$ cat src/sv/vhsn_pkg.sv
// Shared types, constants and helpers for the three-axis Holt smoother.
package vhsn_pkg;

    localparam int AXES_DEF = 3;
    localparam int AXES_MAX = 4;
    localparam logic signed [31:0] ONE_Q16 = 32'sd65536;
    localparam logic signed [31:0] S32_MAX = 32'sh7fffffff;
    localparam logic signed [31:0] S32_MIN = 32'sh80000000;

    localparam logic [0:0] KIND_SMOOTH = 1'b0;
    localparam logic [0:0] KIND_FORCE  = 1'b1;

    localparam logic REG_ALPHA = 1'b0;
    localparam logic REG_BETA  = 1'b1;

    typedef struct packed {
        logic               kind;
        logic signed [31:0] sample_x;
        logic signed [31:0] sample_y;
        logic signed [31:0] sample_z;
        logic        [23:0] time_step;
        logic               normalize_flag;
    } t_in_item;

    typedef struct packed {
        logic signed [31:0] level_x;
        logic signed [31:0] level_y;
        logic signed [31:0] level_z;
    } t_out_item;

    // Lane command from the sequencer.
    typedef struct packed {
        logic               start_a;   // phase 1: smoothed value
        logic               start_b;   // phase 2: trend and level
        logic               force_ld;  // load sample, clear trend
        logic               norm_ld;   // write normalized level
        logic signed [17:0] gain_a;    // 0..65536
        logic signed [17:0] gain_b;
    } t_lane_cmd;

    function automatic logic signed [31:0] sat32(input logic signed [63:0] v);
        if (v > 64'(S32_MAX)) return S32_MAX;
        if (v < 64'(S32_MIN)) return S32_MIN;
        return v[31:0];
    endfunction

    // floor(v / 65536) for signed values
    function automatic logic signed [63:0] fl16(input logic signed [63:0] v);
        return v >>> 16;
    endfunction

endpackage

$ cat src/sv/vhsn_norm.sv
// Merge stage: sum of squares, bit-serial square root, serial divides.
module vhsn_norm #(
    parameter int AXES = vhsn_pkg::AXES_DEF
) (
    input  logic                    i_clk,
    input  logic                    i_rst_n,
    input  logic                    i_start,
    input  logic signed [31:0]      i_level [AXES],
    output logic                    o_done,
    output logic signed [31:0]      o_level [AXES]
);
    import vhsn_pkg::*;

    localparam int AW = (AXES > 1) ? $clog2(AXES) : 1;

    typedef enum logic [5:0] {
        ST_IDLE = 6'b000001,
        ST_SUM  = 6'b000010,
        ST_SQRT = 6'b000100,
        ST_DIVS = 6'b001000,
        ST_DIV  = 6'b010000,
        ST_DONE = 6'b100000
    } t_state;

    t_state             r_state;
    logic [AW:0]        r_idx;
    logic [63:0]        r_sum;
    logic [63:0]        r_rem, r_root, r_bit;
    logic [31:0]        r_len;
    logic [5:0]         r_cnt;
    logic [47:0]        r_num;     // |level| << 16
    logic [48:0]        r_drem;
    logic [47:0]        r_quot;
    logic               r_neg;
    logic signed [31:0] r_out [AXES];

    logic [31:0] abs_v;
    logic [63:0] sq;
    logic [64:0] sum_w;
    logic [63:0] trial;
    logic [48:0] dr_sh;
    logic [AW-1:0] ix;

    function automatic logic signed [63:0] q_s_last(input logic neg, input logic [47:0] q,
                                                     input logic b);
        logic [48:0] qq;
        qq = {q, b};
        return neg ? -$signed({15'd0, qq}) : $signed({15'd0, qq});
    endfunction

    always_comb begin
        ix    = r_idx[AW-1:0];
        abs_v = i_level[ix][31] ? 32'(-i_level[ix]) : i_level[ix];
        sq    = 64'(abs_v) * 64'(abs_v);
        sum_w = 65'(r_sum) + 65'(sq);
        trial = r_root + r_bit;
        dr_sh = {r_drem[47:0], r_num[47]};
    end

    always_ff @(posedge i_clk) begin
        if (!i_rst_n) begin
            r_state <= ST_IDLE;
            r_idx   <= '0;
        end else begin
            case (r_state)
                ST_IDLE: if (i_start) begin
                    r_state <= ST_SUM;
                    r_idx   <= '0;
                    r_sum   <= '0;
                end
                ST_SUM: begin
                    r_sum <= sum_w[64] ? '1 : sum_w[63:0];
                    if (r_idx == (AW+1)'(AXES - 1)) begin
                        r_state <= ST_SQRT;
                        r_rem   <= sum_w[64] ? '1 : sum_w[63:0];
                        r_root  <= '0;
                        r_bit   <= 64'h4000_0000_0000_0000;
                    end else begin
                        r_idx <= r_idx + 1'b1;
                    end
                end
                ST_SQRT: begin
                    // one result bit per cycle
                    if (r_rem >= trial) begin
                        r_rem  <= r_rem - trial;
                        r_root <= (r_root >> 1) + r_bit;
                    end else begin
                        r_root <= r_root >> 1;
                    end
                    r_bit <= r_bit >> 2;
                    if (r_bit == 64'd1) begin
                        r_state <= ST_DIVS;
                        r_idx   <= '0;
                    end
                end
                ST_DIVS: begin
                    r_len <= r_root[31:0];
                    if (r_root == '0) begin
                        for (int k = 0; k < AXES; k++) r_out[k] <= i_level[k];
                        r_state <= ST_DONE;
                    end else begin
                        r_neg   <= i_level[ix][31];
                        r_num   <= {abs_v, 16'd0};
                        r_drem  <= '0;
                        r_quot  <= '0;
                        r_cnt   <= '0;
                        r_state <= ST_DIV;
                    end
                end
                ST_DIV: begin
                    // restoring divide, one quotient bit per cycle
                    r_num <= r_num << 1;
                    if (dr_sh >= 49'(r_len)) begin
                        r_drem <= dr_sh - 49'(r_len);
                        r_quot <= {r_quot[46:0], 1'b1};
                    end else begin
                        r_drem <= dr_sh;
                        r_quot <= {r_quot[46:0], 1'b0};
                    end
                    if (r_cnt == 6'd47) begin
                        r_out[ix] <= sat32(64'(q_s_last(r_neg, r_quot, dr_sh >= 49'(r_len))));
                        r_idx     <= r_idx + 1'b1;
                        if (r_idx == (AW+1)'(AXES - 1)) begin
                            r_state <= ST_DONE;
                        end else begin
                            r_state <= ST_DIVS;
                        end
                    end else begin
                        r_cnt <= r_cnt + 1'b1;
                    end
                end
                ST_DONE: r_state <= ST_IDLE;
                default: r_state <= ST_IDLE;
            endcase
        end
    end

    assign o_done  = (r_state == ST_DONE);
    assign o_level = r_out;
endmodule

$ cat config.mk
export PLATFORM = sky130hd
export DESIGN_NAME = vhsn_norm
export DESIGN_NICKNAME = d
export VERILOG_FILES = /design/src/sv/vhsn_pkg.sv /design/src/sv/vhsn_norm.sv
export SDC_FILE = /design/constraint.sdc
export NUM_CORES = 2
export LEC_CHECK = 0
export BUFFER_PORTS_ARGS = -buffer_cell sky130_fd_sc_hd__buf_2
export CORE_MARGIN = 2
export CORE_UTILIZATION = 32
export DETAILED_ROUTE_END_ITERATION = 7
export GPL_ROUTABILITY_DRIVEN = 0
export PLACE_DENSITY = 0.47
export SKIP_LAST_GASP = 1
export SLEW_MARGIN = 0
export SYNTH_ARGS = -nofsm -noshare
export SYNTH_HDL_FRONTEND = slang
export SYNTH_SLANG_ARGS = --single-unit
$ cat constraint.sdc
create_clock -name i_clk -period 34.4 [get_ports i_clk]
set_input_delay 3.44 -clock i_clk [delete_from_list [all_inputs] [get_ports i_clk]]
set_output_delay 3.44 -clock i_clk [all_outputs]
set_load 0.005 [all_outputs]
==> metrics.csv <==
stage,metric,value,unit
run,Max Cap Viol,0,
clock_network,CTS root buf,clkbuf_16,
global_routing,first-pass GRT wire length,319000,um
setup_path,critical path startpoint category,primary input,
run_status,status,"finished, final reports clean",
hold_path,Hold WC Path Type,reg2reg,
clock_network,CTS Buffer Depth,3,
cells_and_area,"Cell Count, Final, Fillers Out",9572,
cells_and_area,"commonest non-fill, non-tap cells in the layout","inv_1, fa_1, nor2_1",
global_routing,antenna violations before repair,4,
sta,Max-slew headroom,22.3,%
sta,Worst Tran Pin Value,1.15,ns
synthesis,Post-synth EDFFs,487,
route,total number of vias,48200,
route,Antenna Nets Post-Route,0,
route,Starting DRT DRC Count,3457,
cells_and_area,final net count,8295,
clock_network,post-CTS sizing,0,
synthesis,"Seq/Total Area, Yosys",23.5,%
floorplan,core area,195000,sq um
synthesis,Yosys reg bits,496,
clock_network,clk sinks,496,
route,DRC viols,0,
clock_network,Hold Buf Count CTS,0,
synthesis,Syn. warnings,0,
sta,Final Hold Violating Endpoints,0,
setup_path,critical path's slowest cell,clkinv_1,
global_routing,total congestion overflow,0,
global_routing,pin count of the biggest net entering global routing,161,
setup_path,Worst Path Max Fanout,52,
cells_and_area,Layout area overhead,10.3,%
route,wire per inst,21.7,um
placement,Detailed Place HPWL,163000,um
floorplan,initial core utilization,32.3,%
route,drt total wl,207000,um
global_routing,vias in the first global route,50000,
sta,"Setup violations, final",0,
sta,setup ws final,17.54,ns
setup_path,critical path data required time,34.90,ns
synthesis,ys flop type,edfxtp_1,
synthesis,Synth Instances,6789,
clock_network,clock latency on the worst-skew pair,0.68,ns
setup_path,kind of critical path,in2reg,
clock_network,H-tree Lvls,3,
route,DRT Pass-1 Iters,8,
synthesis,Synth Cell Area,63000,sq um
setup_path,number of buffers and inverters on the critical path,13,
sta,Layout Skew,0.0439,ns
placement,pre-CTS setup slack,16.99,ns
setup_path,"slowest stage delay, CP",0.80,ns
sta,fmax,59.3,MHz
sta,period utilisation layout,49.0,%
setup_path,Worst Path Arrival,17.36,ns
clock_network,number of CTS-inserted buffers,66,
sta,Period minus WS final,16.86,ns
setup_path,most frequent CP cell,fa_1,
floorplan,Rows,162,
sta,setup tns final,0,ns
sta,Max Slew Vio Count,0,
route,DR vias/cell,5.03,
setup_path,Crit. End Element,flop,
clock_network,Setup Buffers After CTS,0,
cells_and_area,"commonest non-fill, non-tap cell in the layout",inv_1,
floorplan,Ports,196,
placement,I/O Buffers,195,
floorplan,Die X,448,um
cells_and_area,share of cells above drive strength 1,6.95,%
floorplan,die area,200000,sq um
global_routing,Overall Global Routing Usage,21.0,%
placement,Inst Count DP,9451,
synthesis,Cell variety after synth,88,
synthesis,syn_area_per_cell,9.27,sq um
setup_path,critical path's top delay family,adder cells,
sta,RSZ-0062 raised after global routing,no,
clock_network,CTS tree,yes,
floorplan,DIE HEIGHT,448,um
clock_network,clock slew at reported path FFs,0.06,ns
synthesis,Post-synth ARST share,0,%
==> layer usage <==
layer | GRT usage, % | vias to the layer above | share of wire [%]
met5 | 0 | - | 0
met2 | 34.0 | 1388 | 46
li1 | - | 22300 | -
met3 | 2.15 | 278 | 4.8
met4 | 6.83 | 0 | 3.7
met1 | 29.3 | 24200 | 45
==> worst paths after layout <==
| kind | start | to | slack (ns) | depth (start not counted) |
|---|---|---|---|---|
| worst min register to register | r_num[19] | r_num[20] | 0.51 | 2 |
| worst min-delay path | r_num[19] | r_num[20] | 0.51 | 2 |
| worst max-delay path | i_level[0] | r_rem[5] | 17.54 | 42 |
| worst max register to register | r_idx[0] | r_rem[5] | 19.34 | 42 |
==> layout make-up <==
cell class | count | area, sq um
Fill cell | 20200 | 126000
Multi-Input combinational cell | 4742 | 42500
Sequential cell | 496 | 14800
Inverter | 1300 | 4880
Tap cell | 2624 | 3280
Clock buffer | 78 | 1740
Timing Repair Buffer | 289 | 1710
Clock inverter | 41 | 490
Antenna cell | 2 | 5.00
==> cell families after synthesis <==
kind of cell / count (synthesis) / share of synthesized area (%)
fa+ha+maj: 1301 / 36.4
simple gates: 1788 / 12.9
mux: 38 / 0.614
other cells: 2 / 0.0119
compound gates: 1233 / 12.0
flops: 496 / 23.5
xor+xnor: 357 / 4.99
buf+inv: 1574 / 9.62
==> per-stage QoR <==
| stage | utilization (%) | cell area, sq um | hold WS, ns |
|---|---|---|---|
| 3_5_place_dp | 34.4 | 67200 | 0.513 |
| 4_1_cts | 35.6 | 69400 | 0.518 |
| 2_1_floorplan | - | 63100 | 0.455 |
| 5_1_grt | 35.6 | 69400 | 0.534 |
| 3_3_place_gp | 34.4 | 67200 | 0.501 |
| 6_report | 35.6 | 69400 | 0.514 |
==> worst register-to-register path, delay by kind of cell (launching register included) <==
kind                     cells  cell delay (ns)
buffers and inverters       14             3.91
flip-flops                   1             0.29
XOR/XNOR                     2             0.70
adder cells (fa/ha/maj)      9             4.47
AND/OR/NAND/NOR              8             2.64
AO/OA/AOI/OAI                9             2.87
==> Yosys cell counts (all sizes together), types with 49 or more instances <==
cell type  count  area [sq um]
a21o          99           743
a21oi        520          2610
a31oi         84           526
and2         101           632
buf           49           330
clkbuf       225           845
edfxtp       487         14600
fa           881         17600
ha           420          5260
inv         1295          4860
nand2        575          2160
nand3         58           290
nand4         64           400
nor2         648          2430
nor2b         49           307
nor3          66           335
nor4          56           393
o21ai        221          1110
xnor2        207          1830
xor2         150          1310
==> state kept, by name, summed over array words and instances (netlist names) <==
register	count
r_state	6
r_cnt	6
r_neg	1
r_rem	64
r_quot	48
r_len	32
r_drem	48
o_level	96
r_bit	32
r_num	32
r_root	64
r_sum	64
r_idx	3
Power is not shown: default switching activity piles up to over one toggle a cycle in this logic, so the estimate is an artifact.
