`config.mk`:
```
export PLATFORM = sky130hd
export DESIGN_NAME = vhsn_lane
export DESIGN_NICKNAME = d
export VERILOG_FILES = /design/src/sv/vhsn_pkg.sv /design/src/sv/vhsn_lane.sv
export SDC_FILE = /design/constraint.sdc
export NUM_CORES = 2
export LEC_CHECK = 0
export BUFFER_PORTS_ARGS = -buffer_cell sky130_fd_sc_hd__buf_2
export CORE_ASPECT_RATIO = 1.75
export CORE_MARGIN = 2
export CORE_UTILIZATION = 25
export DETAILED_ROUTE_END_ITERATION = 16
export PLACE_DENSITY = 0.4
export SYNTH_ARGS = -nofsm -noshare
export SYNTH_HDL_FRONTEND = slang
export SYNTH_SLANG_ARGS = --single-unit
export TNS_END_PERCENT = 100
```
`constraint.sdc`:
```
create_clock -name i_clk -period 21.3 [get_ports i_clk]
set_clock_uncertainty 0.1 [all_clocks]
set_input_delay 0 -clock i_clk [delete_from_list [all_inputs] [get_ports i_clk]]
set_output_delay 0 -clock i_clk [all_outputs]
set_load 0.005 [all_outputs]
```
`src/sv/vhsn_pkg.sv`:
```
// Shared types, constants and helpers for the three-axis Holt smoother.
package vhsn_pkg;

    localparam int AXES_DEF = 3;
    localparam int AXES_MAX = 4;
    localparam logic signed [31:0] ONE_Q16 = 32'sd65536;
    localparam logic signed [31:0] S32_MAX = 32'sh7fffffff;
    localparam logic signed [31:0] S32_MIN = 32'sh80000000;

    localparam logic [0:0] KIND_SMOOTH = 1'b0;
    localparam logic [0:0] KIND_FORCE  = 1'b1;

    localparam logic REG_ALPHA = 1'b0;
    localparam logic REG_BETA  = 1'b1;

    typedef struct packed {
        logic               kind;
        logic signed [31:0] sample_x;
        logic signed [31:0] sample_y;
        logic signed [31:0] sample_z;
        logic        [23:0] time_step;
        logic               normalize_flag;
    } t_in_item;

    typedef struct packed {
        logic signed [31:0] level_x;
        logic signed [31:0] level_y;
        logic signed [31:0] level_z;
    } t_out_item;

    // Lane command from the sequencer.
    typedef struct packed {
        logic               start_a;   // phase 1: smoothed value
        logic               start_b;   // phase 2: trend and level
        logic               force_ld;  // load sample, clear trend
        logic               norm_ld;   // write normalized level
        logic signed [17:0] gain_a;    // 0..65536
        logic signed [17:0] gain_b;
    } t_lane_cmd;

    function automatic logic signed [31:0] sat32(input logic signed [63:0] v);
        if (v > 64'(S32_MAX)) return S32_MAX;
        if (v < 64'(S32_MIN)) return S32_MIN;
        return v[31:0];
    endfunction

    // floor(v / 65536) for signed values
    function automatic logic signed [63:0] fl16(input logic signed [63:0] v);
        return v >>> 16;
    endfunction

endpackage

```
`src/sv/vhsn_lane.sv`:
```
// One axis of the smoother: smoothed value, trend and level registers.
module vhsn_lane (
    input  logic                  i_clk,
    input  logic                  i_rst_n,
    input  vhsn_pkg::t_lane_cmd   i_cmd,
    input  logic signed [31:0]    i_sample,
    input  logic signed [31:0]    i_norm_level,
    output logic signed [31:0]    o_level
);
    import vhsn_pkg::*;

    logic signed [31:0] r_level, r_smooth, r_trend, r_old_sm;
    logic signed [63:0] diff_a, prod_a, diff_b, prod_b;
    logic signed [31:0] n_smooth, n_trend;

    // 33-bit difference times 17-bit gain fits in 64 bits
    always_comb begin
        diff_a   = 64'(i_sample) - 64'(r_level);
        prod_a   = diff_a * 64'(i_cmd.gain_a);
        n_smooth = sat32(64'(r_level) + fl16(prod_a));
        diff_b   = (64'(r_smooth) - 64'(r_old_sm)) - 64'(r_trend);
        prod_b   = diff_b * 64'(i_cmd.gain_b);
        n_trend  = sat32(64'(r_trend) + fl16(prod_b));
    end

    always_ff @(posedge i_clk) begin
        if (!i_rst_n) begin
            r_level  <= '0;
            r_smooth <= '0;
            r_trend  <= '0;
            r_old_sm <= '0;
        end else if (i_cmd.force_ld) begin
            r_level  <= i_sample;
            r_smooth <= i_sample;
            r_trend  <= '0;
        end else if (i_cmd.start_a) begin
            r_old_sm <= r_smooth;
            r_smooth <= n_smooth;
        end else if (i_cmd.start_b) begin
            r_trend <= n_trend;
            r_level <= sat32(64'(n_trend) + 64'(r_smooth));
        end else if (i_cmd.norm_ld) begin
            r_level  <= i_norm_level;
            r_smooth <= i_norm_level;
            r_trend  <= '0;
        end
    end

    assign o_level = r_level;
endmodule

```
==> results_tabular.tex <==
\begin{tabular}{lr}
\hline
Metric & Value \\
\hline
\multicolumn{2}{l}{\textbf{Synth}} \\
\quad Cell types occupying the most area after synthesis & sky130\_fd\_sc\_hd\_\_fa\_1 (43\%), sky130\_fd\_sc\_hd\_\_ha\_1 (9.3\%), sky130\_fd\_sc\_hd\_\_inv\_1 (9.1\%), sky130\_fd\_sc\_hd\_\_nand2\_1 (6.8\%), sky130\_fd\_sc\_hd\_\_dfxtp\_1 (4.6\%) \\
\quad Most repeated cell in the gate-level netlist after synthesis & sky130\_fd\_sc\_hd\_\_inv\_1 \\
\quad Post-Synthesis Cell Area & 0.0552 sq mm \\
\quad Post-synthesis register bit count & 128 \\
\quad Share of the yosys chip area belonging to registers & 0.0464 \\
\quad Post-synth ARST share & 0 \\
\quad Syn Nets & 8212 \\
\quad Synth unique cells & 96 \\
\quad Commonest cells in the netlist & sky130\_fd\_sc\_hd\_\_inv\_1 (1340), sky130\_fd\_sc\_hd\_\_fa\_1 (1188), sky130\_fd\_sc\_hd\_\_nand2\_1 (995) \\
\quad Biggest area consumer among synthesized cells & sky130\_fd\_sc\_hd\_\_fa\_1 \\
\quad Synthesized area per cell & 8.49 sq um \\
\quad Most frequently used flop master after synthesis & sky130\_fd\_sc\_hd\_\_dfxtp\_1 \\
\quad Number of flops mapped to enable cells by yosys & 0 \\
\quad Area fraction of the dominant cell type after synthesis & 0.431 \\
\quad Synth warn & 0 \\
\quad Syn Inst Count & 6507 \\
\multicolumn{2}{l}{\textbf{STA}} \\
\quad Setup ws final & 3.53 ns \\
\quad Highest Clock Rate & around 56 MHz \\
\quad Finish-stage setup viols & 0 \\
\quad Shortest clock period the worst path allows after layout & 17.77 ns \\
\quad Worst-margin pin slew & 1.27 ns \\
\quad Max Transition Viols Final & 0 \\
\quad Unrepaired setup endpoints after global routing & no \\
\quad Sum Neg Setup Slack & 0 ns \\
\quad Worst slew margin relative to its limit & 0.148 \\
\quad Ratio of final minimum period to clock period & 0.834 \\
\quad Final number of hold-violating endpoints & 0 \\
\multicolumn{2}{l}{\textbf{Critical path}} \\
\quad Critical path capture point type & flop \\
\quad Reg-to-reg slack, setup & between 3 and 4 ns \\
\quad Worst r2r path cells & 60 \\
\quad Kind of critical path & reg2reg \\
\quad CP most frequent cell & sky130\_fd\_sc\_hd\_\_fa\_1 \\
\quad Cell family contributing the most delay on the critical path & compound AO/OA/AOI/OAI gates \\
\quad CP max-delay cell & sky130\_fd\_sc\_hd\_\_nand2b\_1 \\
\quad Endpoint of the most critical register-to-register path & o\_level[0]\$\_SDFFE\_PN0P\_ \\
\quad CP Launch Type & flop \\
\quad WP buf/inv & 8 \\
\quad Maximum cell stage delay along the critical path & approximately 0.77 ns \\
\quad Worst EP required & approximately 22 ns \\
\quad R2R Path Start & r\_trend[0]\$\_SDFFE\_PP0P\_ \\
\quad Arrival time of data at the critical path endpoint & 18.07 ns \\
\quad Maximum fanout along the worst path & 31 \\
\multicolumn{2}{l}{\textbf{Finish}} \\
\quad Final Net Count & just over 8000 \\
\quad Number of inserted filler cells in the final layout & 23900 \\
\quad Area growth, synth to finish & 10.2\% \\
\quad Proportion of layout cells with a drive suffix above 1 & 0.0556 \\
\multicolumn{2}{l}{\textbf{Drt}} \\
\quad Number of vias after detailed routing & 44600 \\
\quad Via density per instance & roughly 4.7 \\
\quad Remaining design rule violation count & 0 \\
\quad Routed wire per std cell & 21.4 microns \\
\quad Initial detailed-routing violation count & $\sim$2000 \\
\quad Routed wire length & 203 mm \\
\quad Detail Route Antenna Nets & 0 \\
\quad Router iterations before antenna repair & 5 \\
\multicolumn{2}{l}{\textbf{Floorplanning}} \\
\quad Die span in x & approximately 360 microns \\
\quad Initial core utilization & 0.251 \\
\quad Count of pins on the block boundary & 138 \\
\quad Core footprint & 0.220 sq mm \\
\quad Rows & 228 \\
\quad Height of the die & 626 microns \\
\quad Die outline area & 0.225 sq mm \\
\multicolumn{2}{l}{\textbf{Placement}} \\
\quad HPWL after detailed placement & 169 mm \\
\quad Number of I/O port buffers & 137 \\
\quad Worst setup slack before clock tree synthesis & 3.97 ns \\
\quad RePlAce Congestion & 0.909 \\
\multicolumn{2}{l}{\textbf{Clocking}} \\
\quad CTS max path bufs & 2 \\
\quad Count of H-tree levels built during CTS & 4 \\
\quad Total of hold buffers inserted after clock tree synthesis & 90 \\
\quad Number of setup buffers added after CTS & 0 \\
\quad CTS tree & built \\
\quad Gates resized, CTS repair & 0 \\
\quad TritonCTS buffer count & 17 \\
\quad CTS sink count & 128 \\
\quad CTS clock-pin slew for the worst setup and hold paths & 0.07 ns \\
\quad Source-to-sink clock delay at the later pin of the worst-skew pair & 0.46 ns \\
\quad Root buffer cell & sky130\_fd\_sc\_hd\_\_clkbuf\_16 \\
\multicolumn{2}{l}{\textbf{Run status}} \\
\quad Run status & finished, final reports clean \\
\multicolumn{2}{l}{\textbf{Hold path}} \\
\quad Tightest Hold Check Type & in2reg \\
\quad Endpoint of the worst hold path & r\_smooth[11]\$\_SDFFE\_PN0P\_ \\
\quad Depth of the worst hold-timing path & 5 \\
\quad Startpoint of the most critical hold path & i\_sample[11] \\
\multicolumn{2}{l}{\textbf{GRT}} \\
\quad Total routing usage reported by global routing & 0.183 \\
\quad First-pass GRT wire length & about 310 mm \\
\quad Antenna violations before repair & 34 \\
\quad Vias in the first global route & 50500 \\
\quad Pin count of the biggest net entering global routing & 52 \\
\quad Global route overflow & 0 \\
\multicolumn{2}{l}{\textbf{Job}} \\
\quad Max Cap Violations & 0 \\
\hline
\end{tabular}
## layer usage
metal  vias to the layer above  GRT usage  wire length, microns  part of all wire
met2                       942      0.376                116000              0.57
li1                      20200          -                     -                 -
met1                     23100      0.187                 72200              0.36
met5                         -          0                   136           0.00067
met3                       323     0.0204                  7000             0.034
met4                        24     0.0645                  7810             0.038
## cell families (layout without fill, tap and decap cells)
group / count (synthesis) / count (layout) / share of synthesized area
simple gates: 1990 / 1990 / 0.172
buf+inv: 1622 / 1710 / 0.112
fa+ha+maj: 1599 / 1599 / 0.524
compound gates: 930 / 930 / 0.108
xor+xnor: 211 / 211 / 0.0336
flops: 128 / 128 / 0.0464
mux: 27 / 27 / 0.00510
other cells: 0 / 12 / 0
## cell type report
cell class / instances / area [sq um] / area share
timing repair buffer: 337 / 2410 / 0.0396
inverter: 1341 / 5030 / 0.0827
clock inverter: 15 / 159 / 0.00261
clock buffer: 17 / 425 / 0.00699
antenna: 12 / 30.0 / 0.000493
sequential: 128 / 2560 / 0.0421
tap: 2875 / 3600 / 0.0591
multi-input combinational: 4757 / 46700 / 0.766
## placed cells by master, fill, tap and decap left out, types with 90 or more instances in the layout
| cell type | instances |
|---|---|
| sky130_fd_sc_hd__dlygate4sd3_1 | 90 |
| sky130_fd_sc_hd__buf_4 | 110 |
| sky130_fd_sc_hd__and2_1 | 406 |
| sky130_fd_sc_hd__buf_2 | 137 |
| sky130_fd_sc_hd__dfxtp_1 | 128 |
| sky130_fd_sc_hd__nor2_1 | 196 |
| sky130_fd_sc_hd__a21oi_1 | 264 |
| sky130_fd_sc_hd__a21o_1 | 91 |
| sky130_fd_sc_hd__xnor2_1 | 139 |
| sky130_fd_sc_hd__fa_1 | 1188 |
| sky130_fd_sc_hd__nand2_1 | 995 |
| sky130_fd_sc_hd__ha_1 | 411 |
| sky130_fd_sc_hd__o21ai_0 | 204 |
| sky130_fd_sc_hd__inv_1 | 1339 |
## worst reg2reg max path: cells and delay by family (launching register included)
kind | cells | cell delay [ns]
compound gates | 26 | 7.65
fa+ha+maj | 12 | 5.10
simple gates | 11 | 2.78
buf+inv | 8 | 1.13
xor+xnor | 3 | 0.60
flops | 1 | 0.36
## flip-flops by register name, indices dropped and copies added (netlist names)
register / cells
r_trend: 32
r_smooth: 32
r_old_sm: 32
o_level: 32
## worst max path at each step
stage,from,to,slack (ns),cells after the start
floorplan,r_trend[0]$_SDFFE_PP0P_,o_level[26]$_SDFFE_PN0P_,7.07,62
global placement,r_trend[0]$_SDFFE_PP0P_,o_level[0]$_SDFFE_PN0P_,4.24,59
detailed placement,r_trend[0]$_SDFFE_PP0P_,o_level[0]$_SDFFE_PN0P_,3.97,59
CTS,r_trend[0]$_SDFFE_PP0P_,o_level[0]$_SDFFE_PN0P_,3.36,60
global route,r_trend[0]$_SDFFE_PP0P_,o_level[0]$_SDFFE_PN0P_,2.20,60
finish,r_trend[0]$_SDFFE_PP0P_,o_level[0]$_SDFFE_PN0P_,3.53,60
## per-stage QoR
stage | hold WS [ns] | instance area (sq um) | utilization | cells
global placement | 0.196 | 59400 | 0.270 | 9348
global route | 0.0607 | 60900 | 0.277 | 9474
CTS | 0.000933 | 60800 | 0.277 | 9470
floorplan | 0.0611 | 55200 | - | 6507
detailed placement | 0.206 | 59400 | 0.270 | 9348
finish | 0.0258 | 60900 | 0.277 | 9482
Power is not shown: default switching activity piles up to over one toggle a cycle in this logic, so the estimate is an artifact.
